## src/design/mdff_pkg.sv

```systemverilog
// ============================================================================
// mdff_pkg
// Shared constants, codes and controller/datapath interface types for the
// MAC duplicate frame filter.
// ============================================================================
package mdff_pkg;

    localparam int HISTORY_DEPTH = 16;
    localparam int ADDR_BITS     = 64;
    localparam int IDX_W         = (HISTORY_DEPTH > 1) ? $clog2(HISTORY_DEPTH) : 1;

    localparam int SEQ_W     = 8;
    localparam int TIME_W    = 32;
    localparam int MAX_AGE_W = 16;

    localparam logic [MAX_AGE_W-1:0] MAX_AGE_RESET = MAX_AGE_W'(20);
    localparam logic [IDX_W-1:0]     LAST_IDX      = IDX_W'(HISTORY_DEPTH - 1);

    localparam logic OP_CHECK    = 1'b0;
    localparam logic OP_REGISTER = 1'b1;

    // Commands from the controller to the datapath.
    typedef struct packed {
        logic load;       // capture the incoming beat, restart the scan
        logic scan_step;  // move the scan pointer to the next entry
        logic capture;    // scan finished: note whether the sender was found
        logic eval;       // work out the duplicate verdict
        logic shift;      // move entries back and write the new one at the front
        logic emit;       // copy the verdict into the output register
    } t_dp_cmd;

    // Status from the datapath to the controller.
    typedef struct packed {
        logic match;      // entry under the scan pointer holds the sender
        logic last;       // scan pointer is at the oldest entry
        logic is_reg;     // the item in hand is a register operation
    } t_dp_status;

endpackage

```

## src/design/mdff_ctrl.sv

```systemverilog
// ============================================================================
// mdff_ctrl
// Controller of the duplicate frame filter: sequences accept, scan, verdict
// or table update, and hand-over to the output register.
// ============================================================================
module mdff_ctrl (
    input  logic                  i_clk,
    input  logic                  i_rst_n,
    input  logic                  i_valid,
    output logic                  o_ready,
    output logic                  o_valid,
    input  logic                  i_ready,
    input  mdff_pkg::t_dp_status  i_status,
    output mdff_pkg::t_dp_cmd     o_cmd
);
    import mdff_pkg::*;

    typedef enum logic [4:0] {
        S_IDLE  = 5'b00001,
        S_SCAN  = 5'b00010,
        S_EVAL  = 5'b00100,
        S_SHIFT = 5'b01000,
        S_EMIT  = 5'b10000
    } t_state;

    t_state r_state, n_state;
    logic   r_out_valid, n_out_valid;
    logic   out_free;

    assign o_ready  = (r_state == S_IDLE);
    assign o_valid  = r_out_valid;
    assign out_free = !r_out_valid || i_ready;

    always_comb begin
        n_state = r_state;
        o_cmd   = '0;
        unique case (r_state)
            S_IDLE: begin
                if (i_valid) begin
                    o_cmd.load = 1'b1;
                    n_state    = S_SCAN;
                end
            end
            S_SCAN: begin
                if (i_status.match || i_status.last) begin
                    o_cmd.capture = 1'b1;
                    n_state       = i_status.is_reg ? S_SHIFT : S_EVAL;
                end else begin
                    o_cmd.scan_step = 1'b1;
                end
            end
            S_EVAL: begin
                o_cmd.eval = 1'b1;
                n_state    = S_EMIT;
            end
            S_SHIFT: begin
                o_cmd.shift = 1'b1;
                n_state     = S_EMIT;
            end
            S_EMIT: begin
                if (out_free) begin
                    o_cmd.emit = 1'b1;
                    n_state    = S_IDLE;
                end
            end
            default: begin
                n_state = S_IDLE;
            end
        endcase
    end

    always_comb begin
        if (o_cmd.emit) begin
            n_out_valid = 1'b1;
        end else if (r_out_valid && i_ready) begin
            n_out_valid = 1'b0;
        end else begin
            n_out_valid = r_out_valid;
        end
    end

    always_ff @(posedge i_clk) begin
        if (!i_rst_n) begin
            r_state     <= S_IDLE;
            r_out_valid <= 1'b0;
        end else begin
            r_state     <= n_state;
            r_out_valid <= n_out_valid;
        end
    end

endmodule

```

## src/design/mdff_datapath.sv

```systemverilog
// ============================================================================
// mdff_datapath
// Datapath of the duplicate frame filter: item registers, history table,
// scan pointer, age comparison and output register.
// ============================================================================
module mdff_datapath (
    input  logic                              i_clk,
    input  logic                              i_rst_n,
    input  logic                              i_cfg_we,
    input  logic [mdff_pkg::MAX_AGE_W-1:0]    i_cfg_wdata,
    input  logic                              i_operation,
    input  logic [63:0]                       i_sender_address,
    input  logic [mdff_pkg::SEQ_W-1:0]        i_sequence_number,
    input  logic [mdff_pkg::TIME_W-1:0]       i_now_time,
    input  mdff_pkg::t_dp_cmd                 i_cmd,
    output mdff_pkg::t_dp_status              o_status,
    output logic                              o_is_duplicate
);
    import mdff_pkg::*;

    // Item in hand.
    logic                 r_op;
    logic [ADDR_BITS-1:0] r_addr;
    logic [SEQ_W-1:0]     r_seq;
    logic [TIME_W-1:0]    r_now;

    // History table, most recent entry at index 0.
    logic [ADDR_BITS-1:0] r_tab_sender [HISTORY_DEPTH];
    logic [TIME_W-1:0]    r_tab_time   [HISTORY_DEPTH];
    logic [SEQ_W-1:0]     r_tab_seq    [HISTORY_DEPTH];

    logic [IDX_W-1:0]     r_idx;
    logic                 r_found;
    logic                 r_dup;
    logic                 r_out_dup;
    logic [MAX_AGE_W-1:0] r_max_age;

    logic [TIME_W-1:0]    age;
    logic                 age_ok;
    logic                 dup_now;

    assign o_status.match  = (r_tab_sender[r_idx] == r_addr);
    assign o_status.last   = (r_idx == LAST_IDX);
    assign o_status.is_reg = (r_op == OP_REGISTER);

    assign age     = r_now - r_tab_time[r_idx];
    assign age_ok  = (r_max_age == '0) || (age <= TIME_W'(r_max_age));
    assign dup_now = r_found && (r_tab_seq[r_idx] == r_seq) && age_ok;

    assign o_is_duplicate = r_out_dup;

    // Item registers and verdict.
    always_ff @(posedge i_clk) begin
        if (i_cmd.load) begin
            r_op   <= i_operation;
            r_addr <= i_sender_address[ADDR_BITS-1:0];
            r_seq  <= i_sequence_number;
            r_now  <= i_now_time;
        end
        if (i_cmd.capture) begin
            r_found <= o_status.match;
        end
        if (i_cmd.eval) begin
            r_dup <= dup_now;
        end else if (i_cmd.shift) begin
            r_dup <= 1'b0;
        end
        if (i_cmd.emit) begin
            r_out_dup <= r_dup;
        end
    end

    // Scan pointer and configuration.
    always_ff @(posedge i_clk) begin
        if (!i_rst_n) begin
            r_idx     <= '0;
            r_max_age <= MAX_AGE_RESET;
        end else begin
            if (i_cmd.load) begin
                r_idx <= '0;
            end else if (i_cmd.scan_step) begin
                r_idx <= r_idx + IDX_W'(1);
            end
            if (i_cfg_we) begin
                r_max_age <= i_cfg_wdata;
            end
        end
    end

    // Table update: entries in front of the hit position move back one place. When
    // the sender is absent the scan stops at the oldest entry, which drops out.
    always_ff @(posedge i_clk) begin
        if (!i_rst_n) begin
            for (int k = 0; k < HISTORY_DEPTH; k++) begin
                r_tab_sender[k] <= '0;
                r_tab_time[k]   <= '0;
                r_tab_seq[k]    <= '0;
            end
        end else if (i_cmd.shift) begin
            for (int k = 1; k < HISTORY_DEPTH; k++) begin
                if (IDX_W'(k) <= r_idx) begin
                    r_tab_sender[k] <= r_tab_sender[k-1];
                    r_tab_time[k]   <= r_tab_time[k-1];
                    r_tab_seq[k]    <= r_tab_seq[k-1];
                end
            end
            r_tab_sender[0] <= r_addr;
            r_tab_time[0]   <= r_now;
            r_tab_seq[0]    <= r_seq;
        end
    end

endmodule

```

## src/design/mac_duplicate_frame_filter.sv

```systemverilog
// ============================================================================
// mac_duplicate_frame_filter
// Sequence number duplicate detection over a most-recent-first history table.
// ============================================================================
// Each input beat either checks a received frame against the history or
// registers its sender, sequence number and timestamp. A check walks the
// sixteen-entry table from the most recent entry, one entry per clock, and
// stops at the first entry holding the sender; it reports a duplicate when
// that entry's sequence number matches and either max_age is zero or the
// wrapping 32-bit age (now minus stored time) does not exceed max_age.
// A register walks the table the same way, then at once moves the
// entries in front of the sender's old entry (or all of them, dropping the
// oldest, if the sender is absent) back by one and writes the new entry at
// the front. Every input beat yields exactly one output beat; is_duplicate is
// always 0 for a register. An item passes through accept, the scan, a
// verdict or update step and hand-over to the output register, which waits
// while that register holds an untaken result. A new beat is accepted only
// after that hand-over; the output register lets it be accepted while the
// last result still waits to be taken. The table is cleared to zero at
// reset, so zero-address senders match the cleared entries. max_age is
// written through i_cfg_we and i_cfg_wdata and resets to 20; the user must
// write it only while the block is idle; the block does not enforce this.
// ============================================================================
module mac_duplicate_frame_filter (
    input  logic                            i_clk,
    input  logic                            i_rst_n,
    input  logic                            i_cfg_we,
    input  logic [mdff_pkg::MAX_AGE_W-1:0]  i_cfg_wdata,
    input  logic                            i_valid,
    output logic                            o_ready,
    input  logic                            i_operation,
    input  logic [63:0]                     i_sender_address,
    input  logic [mdff_pkg::SEQ_W-1:0]      i_sequence_number,
    input  logic [mdff_pkg::TIME_W-1:0]     i_now_time,
    output logic                            o_valid,
    input  logic                            i_ready,
    output logic                            o_is_duplicate
);
    import mdff_pkg::*;

    t_dp_cmd    dp_cmd;
    t_dp_status dp_status;

    // Controller: owns the handshakes and steps the datapath.
    mdff_ctrl u_ctrl (
        .i_clk    (i_clk),
        .i_rst_n  (i_rst_n),
        .i_valid  (i_valid),
        .o_ready  (o_ready),
        .o_valid  (o_valid),
        .i_ready  (i_ready),
        .i_status (dp_status),
        .o_cmd    (dp_cmd)
    );

    // Datapath: history table, comparison and result register.
    mdff_datapath u_datapath (
        .i_clk             (i_clk),
        .i_rst_n           (i_rst_n),
        .i_cfg_we          (i_cfg_we),
        .i_cfg_wdata       (i_cfg_wdata),
        .i_operation       (i_operation),
        .i_sender_address  (i_sender_address),
        .i_sequence_number (i_sequence_number),
        .i_now_time        (i_now_time),
        .i_cmd             (dp_cmd),
        .o_status          (dp_status),
        .o_is_duplicate    (o_is_duplicate)
    );

endmodule
```

## config.mk

```make
export PLATFORM = sky130hd
export DESIGN_NAME = mac_duplicate_frame_filter
export DESIGN_NICKNAME = d
export VERILOG_FILES = /design/src/design/mdff_pkg.sv /design/src/design/mdff_ctrl.sv /design/src/design/mdff_datapath.sv /design/src/design/mac_duplicate_frame_filter.sv
export SDC_FILE = /design/constraint.sdc
export NUM_CORES = 2
export LEC_CHECK = 0
export ABC_AREA = 1
export BUFFER_PORTS_ARGS = -buffer_cell sky130_fd_sc_hd__buf_2
export CAP_MARGIN = 30
export CORE_MARGIN = 4
export CORE_UTILIZATION = 62
export CTS_BUF_LIST = sky130_fd_sc_hd__clkbuf_4 sky130_fd_sc_hd__clkbuf_8
export DETAILED_ROUTE_END_ITERATION = 16
export PLACE_DENSITY = 0.79
export SKIP_CTS_REPAIR_TIMING = 1
export SYNTH_ARGS = -nofsm -noshare
export SYNTH_HDL_FRONTEND = slang
export SYNTH_SLANG_ARGS = --single-unit
export TNS_END_PERCENT = 100
```

## constraint.sdc

```tcl
create_clock -name i_clk -period 19.2 [get_ports i_clk]
set_input_delay 2.88 -clock i_clk [delete_from_list [all_inputs] [get_ports i_clk]]
set_output_delay 2.88 -clock i_clk [all_outputs]
set_load 0.01 [all_outputs]
```

* Word-level counts from Yosys, hierarchy flattened
Memory sizes are Yosys's and may differ from the RTL's. A register that Yosys moved wholly into a read port is not among the register bits. Cells that the tools add are included.
Storage, ports and cells: memory bits (writable) 1664, memories kept 3, input bits 126, flip-flop bits (word level) 134
Operators by class: $add $sub $neg 2, magnitude comparators 16, bitwise logic cells 49, reduce and logical (&&, ||, !) cells 13, equal/unequal tests 11, mux-type cells 136
Memories:
- u_datapath.r_tab_sender | words 16, bits a word 64, read ports 16, clocked after memory_dff 1, wr ports 16, line mdff_datapath.sv:28 | logic [ADDR_BITS-1:0] r_tab_sender [HISTORY_DEPTH];
- u_datapath.r_tab_time | words 16, bits a word 32, read ports 16, clocked after memory_dff 1, wr ports 16, line mdff_datapath.sv:29 | logic [TIME_W-1:0] r_tab_time [HISTORY_DEPTH];
- u_datapath.r_tab_seq | words 16, bits a word 8, read ports 16, clocked after memory_dff 1, wr ports 16, line mdff_datapath.sv:30 | logic [SEQ_W-1:0] r_tab_seq [HISTORY_DEPTH];
Operators by type and width (number):
- 64-bit two-way mux | 16
- 32-bit two-way mux | 16
- 8-bit two-way mux | 16
- 1-bit two-way mux | 76
- 64-bit == test | 1
- 1-bit OR | 48
- 32-bit by 16-bit <= comparator with 1-bit output | 1
- 4-bit <= comparator, first input constant | 8
- 32-bit subtractor | 1
- 4-bit two-way mux | 7
- 5-bit one-hot mux with 4 select lines | 1
- 3-bit by 4-bit <= comparator with 1-bit output, first input constant | 4
- 16-bit zero test | 1
- 5-bit two-way mux | 3
- 8-bit == test | 1
- 2-bit by 4-bit <= comparator with 1-bit output, first input constant | 2
- 5-bit by 1-bit == test with 1-bit output, second input constant | 1
- 5-bit by 2-bit == test with 1-bit output, second input constant | 1
- 5-bit by 3-bit == test with 1-bit output, second input constant | 1
- 5-bit by 4-bit == test with 1-bit output, second input constant | 1
- 5-bit == test, second input constant | 1
- 4-bit by 1-bit adder with 4-bit output, second input constant | 1
- 4-bit == test, second input constant | 1
- 1-bit by 4-bit <= comparator with 1-bit output, first input constant | 1
- 10 further kinds | 17

* Depth between registers and ports, before layout
depth after elaboration 6, depth in mapped cells 36, mapped depth without buffers 29

* Cells and area by module
A second synthesis with hierarchy kept.
Second synthesis, totals: cell total of the unflattened synthesis 9696, area total of the unflattened synthesis 83715.3 µm²
By module, submodules not included:
- mdff_datapath | instances 1, cells each 9638, area each 83349.9 µm², sequential area each 47445.5 µm²
- mdff_ctrl | instances 1, cells each 58, area each 365.4 µm², sequential area each 120.1 µm²

* Worst setup path before layout
OpenSTA, ideal clock, no wires.
kind register to register, start point register u_datapath.r_idx[1], end point memory u_datapath.r_tab_sender[3][0] (enable), library setup time 0.711 ns, slack 10.385 ns, stages on the path, launching flop included 5, buffers on the path 1, data arrival time 8.104 ns, required time 18.489 ns, cells stage by stage dfxtp_1 ha_1 clkbuf_1 nor2_1 o21ai_0
RTL lines:
- start: declaration | line mdff_datapath.sv:32 | logic [IDX_W-1:0] r_idx;
- start signal: assignment | line mdff_datapath.sv:82 | r_idx <= r_idx + IDX_W'(1);
- end: declaration | line mdff_datapath.sv:28

==> run metrics <==
run status completed; Tot GR Track Use 0.332; Crit. path cell count 16; top achievable clock speed 111 MHz; crit path kind in2reg; worst reg-to-reg setup slack 12.02 ns; DRT Pass-1 Iters 9; dpl cells 11200; final setup vio count 0; dpl cell area 85200 um^2; final core occ 0.682; Clock Skew 0.0617 ns; crit-path max cell delay 0.77 ns; Max Buffers Root-to-Sink 4; Clock Latency Late Sink 1.00 ns; Nets 9905; detailed placement HPWL 136000 um; delay-heaviest family, CP buffers and inverters; Final Critical Period 8.99 ns; post-synthesis cell count 9855; TritonCTS clock tree yes; pre-CTS WS 9.43 ns; critical path's slowest cell buf_4; global placement routability congestion 0.878; DR vias/cell 5.94; final period utilization 0.468; Yosys reg bits 1802; path category of the worst min-delay check reg2reg; number of global-route vias before repair 66500; CORE AREA 134000 um^2; TritonCTS buffer count 305; Clock Sinks 1802; fin. max-slew vios 0; unrepaired setup endpoints after global routing false; row count 134; remaining global-route overflow 0; Worst Path Arrival 9.85 ns; initial antenna violation count 6; I/O Buffers 128; # Max-Cap Violations 0; Worst-Margin Slew 1.09 ns; critical path, cell by cell buf_8, inv_8, nor2_4, inv_4, nor2_1, inv_4, buf_16, nor2_4, buf_4, inv_4, a21oi_4, buf_4, buf_4, buf_4, nand2_1, o31ai_1; DIE HEIGHT 376 um; first-pass GRT wire length 369000 um; Design Area, Final 91300 um^2; Post-route DRC 0; die width 376 um; Finished Layout Cells 11700; Sum Neg Setup Slack 0 ns; Max Fanout on Critical Path 94; routed wire length 240000 um; WP buf/inv 10; final hold viol count 0; Critical path destination u_datapath.r_tab_sender[14][25]; most used cell, CP buf_4; Initial Util 0.627; Seq/Total Area, Yosys 0.566; Clock H-tree levels 5; Reg clk slew, reported paths 0.06 ns; I/O pin count 129; headroom to the max-slew limit 0.264; layout cell share with drive strength beyond 1 0.0782; Max IR drop VDD 0.0956 mV; DRT antenna net count 0; crit path launch type input port; Critical Path Source i_rst_n; post-synthesis instance area 84000 um^2; min setup slack post-route 10.21 ns; Area growth syn-to-layout 8.71%; FF-to-FF path depth 16; DRT iter0 DRCs 9594; Distinct cells, synth 47; syn nets 10000; Vias 69500; Syn Area/Cell 8.52 um^2; worst r2r dst u_datapath.r_tab_sender[14][25]; RR Startpoint u_ctrl.r_state[0]; critical path capture point type flip-flop; clock root buffer clkbuf_8; Die ar. 141000 um^2; LEAKAGE 36.0 nW; Ys Warns 0; Pwr per Cell Area 89.6 nW/um^2; Wirelength per Cell 20.5 um; Data required, critical path 20.07 ns; largest net degree at the start of global routing 232
-- worst min-delay path by stage --
stage / slack [ns] / cells after the start / end / startpoint
detailed placement: 0.44 / 2 / u_datapath.r_tab_time[14][11] / u_datapath.r_tab_time[13][11]
CTS: 0.43 / 2 / u_datapath.r_tab_time[14][13] / u_datapath.r_tab_time[13][13]
finish: 0.43 / 2 / u_datapath.r_tab_time[14][13] / u_datapath.r_tab_time[13][13]
global placement: 0.43 / 2 / u_datapath.r_tab_time[11][10] / u_datapath.r_tab_time[10][10]
floorplan: 0.40 / 0 / u_datapath.o_is_duplicate / u_datapath.r_dup
global route: 0.46 / 0 / u_datapath.o_is_duplicate / u_datapath.r_dup
-- worst reg2reg max path, stage by stage (launching register included) --
cell and delay (ns):
dfxtp_1 0.32, nor2_1 0.19, nand4_2 0.45, nor2_4 0.58
inv_4 0.44, nor2_1 0.45, inv_4 0.25, buf_16 0.28
nor2_4 0.11, buf_4 0.67, inv_4 0.54, a21oi_4 0.27
buf_4 0.70, buf_4 0.75, buf_4 0.78, nand2_1 0.16
o31ai_1 0.13
-- flip-flops by register name, indices dropped and copies added (netlist names), named ones only --
| name | flops |
|---|---|
| u_ctrl.o_valid | 1 |
| u_datapath.r_max_age | 16 |
| u_datapath.r_seq | 8 |
| u_ctrl.r_state | 5 |
| u_datapath.o_is_duplicate | 1 |
| u_datapath.r_tab_time | 512 |
| u_datapath.r_idx | 4 |
| u_datapath.r_tab_sender | 1024 |
| u_datapath.r_now | 32 |
| u_datapath.r_found | 1 |
| u_datapath.r_addr | 64 |
| u_datapath.r_dup | 1 |
| u_datapath.r_tab_seq | 128 |
| u_datapath.r_op | 1 |
-- report_power, final --
part | leakage [nW] | internal [W] | switching, W
clock network | 3.20 | 0.00191 | 0.00153
logic | 15.8 | 0.000133 | 0.000344
registers | 17.0 | 0.00421 | 0.0000560
-- cells by family (layout without fill, tap and decap cells) --
| kind of cell | count (synthesis) | in the layout | synth area share |
|---|---|---|---|
| simple gates | 3948 | 3948 | 0.193 |
| fa+ha+maj | 52 | 52 | 0.00784 |
| compound gates | 1824 | 1824 | 0.126 |
| other cells | 0 | 2 | 0 |
| buf+inv | 2206 | 2293 | 0.104 |
| xor+xnor | 23 | 23 | 0.00240 |
| flops | 1802 | 1802 | 0.566 |
-- metal layers --
layer,vias up,track usage,part of all wire
met5,-,0,0.000071
met4,2,0.134,0.036
met3,672,0.0739,0.13
met2,4271,0.523,0.45
met1,32400,0.450,0.39
li1,32100,-,-
-- layout by cell type (no fill, tap or decap), types with 18 or more instances in the layout --
cell	synthesis	routed
a21oi_1	501	500
buf_2	225	127
buf_4	17	76
clkbuf_4	0	126
clkbuf_8	0	350
clkinv_1	1	27
dfxtp_1	654	650
edfxtp_1	1148	1148
ha_1	51	51
inv_1	1536	1534
nand2_1	1728	1716
nand3_1	981	980
nor2_1	1170	1169
o211ai_1	216	216
o21ai_0	730	726
o31ai_1	350	350
xor2_1	18	18
-- synth_stat cells, drive strengths merged --
cell	count	area share
nand2	1729	0.077
inv	1542	0.069
nor2	1173	0.053
edfxtp	1148	0.41
nand3	982	0.059
o21ai	737	0.044
dfxtp	654	0.16
a21oi	502	0.030
o31ai	350	0.031
buf	349	0.021
clkbuf	314	0.014
o211ai	216	0.019
ha	51	0.0076
or2	24	0.0018
xor2	18	0.0019
nor3	16	0.00095
nand4	12	0.00097
nor4	9	0.00067
xnor2	5	0.00052
a21boi	4	0.00040
a21o	3	0.00027
o21a	3	0.00027
a31oi	2	0.00022
nand3b	2	0.00018
o2111ai	2	0.00021
o22ai	2	0.00015
a211oi	1	0.000089
a221oi	1	0.00010
and3	1	0.000075
clkinv	1	0.000045
fa	1	0.00024
o21bai	1	0.000089
-- stage by stage --
stage | total power (W) | hold WS (ns)
global placement | 0.00479 | 0.432
CTS | 0.00818 | 0.432
detailed placement | 0.00481 | 0.442
floorplan | 0.00465 | 0.400
global route | 0.00844 | 0.458
finish | 0.00818 | 0.426
-- cell type report --
cell class | count | area [um^2]
repair buffers | 228 | 1790
clock buffers | 476 | 5760
flip-flops and latches | 1802 | 47600
well taps | 1768 | 2210
diodes | 2 | 5.00
fillers | 10200 | 42600
multi-input cells | 5847 | 27900
clock inverters | 46 | 240
inverters | 1543 | 5830
(Power assumes the default switching activity.)
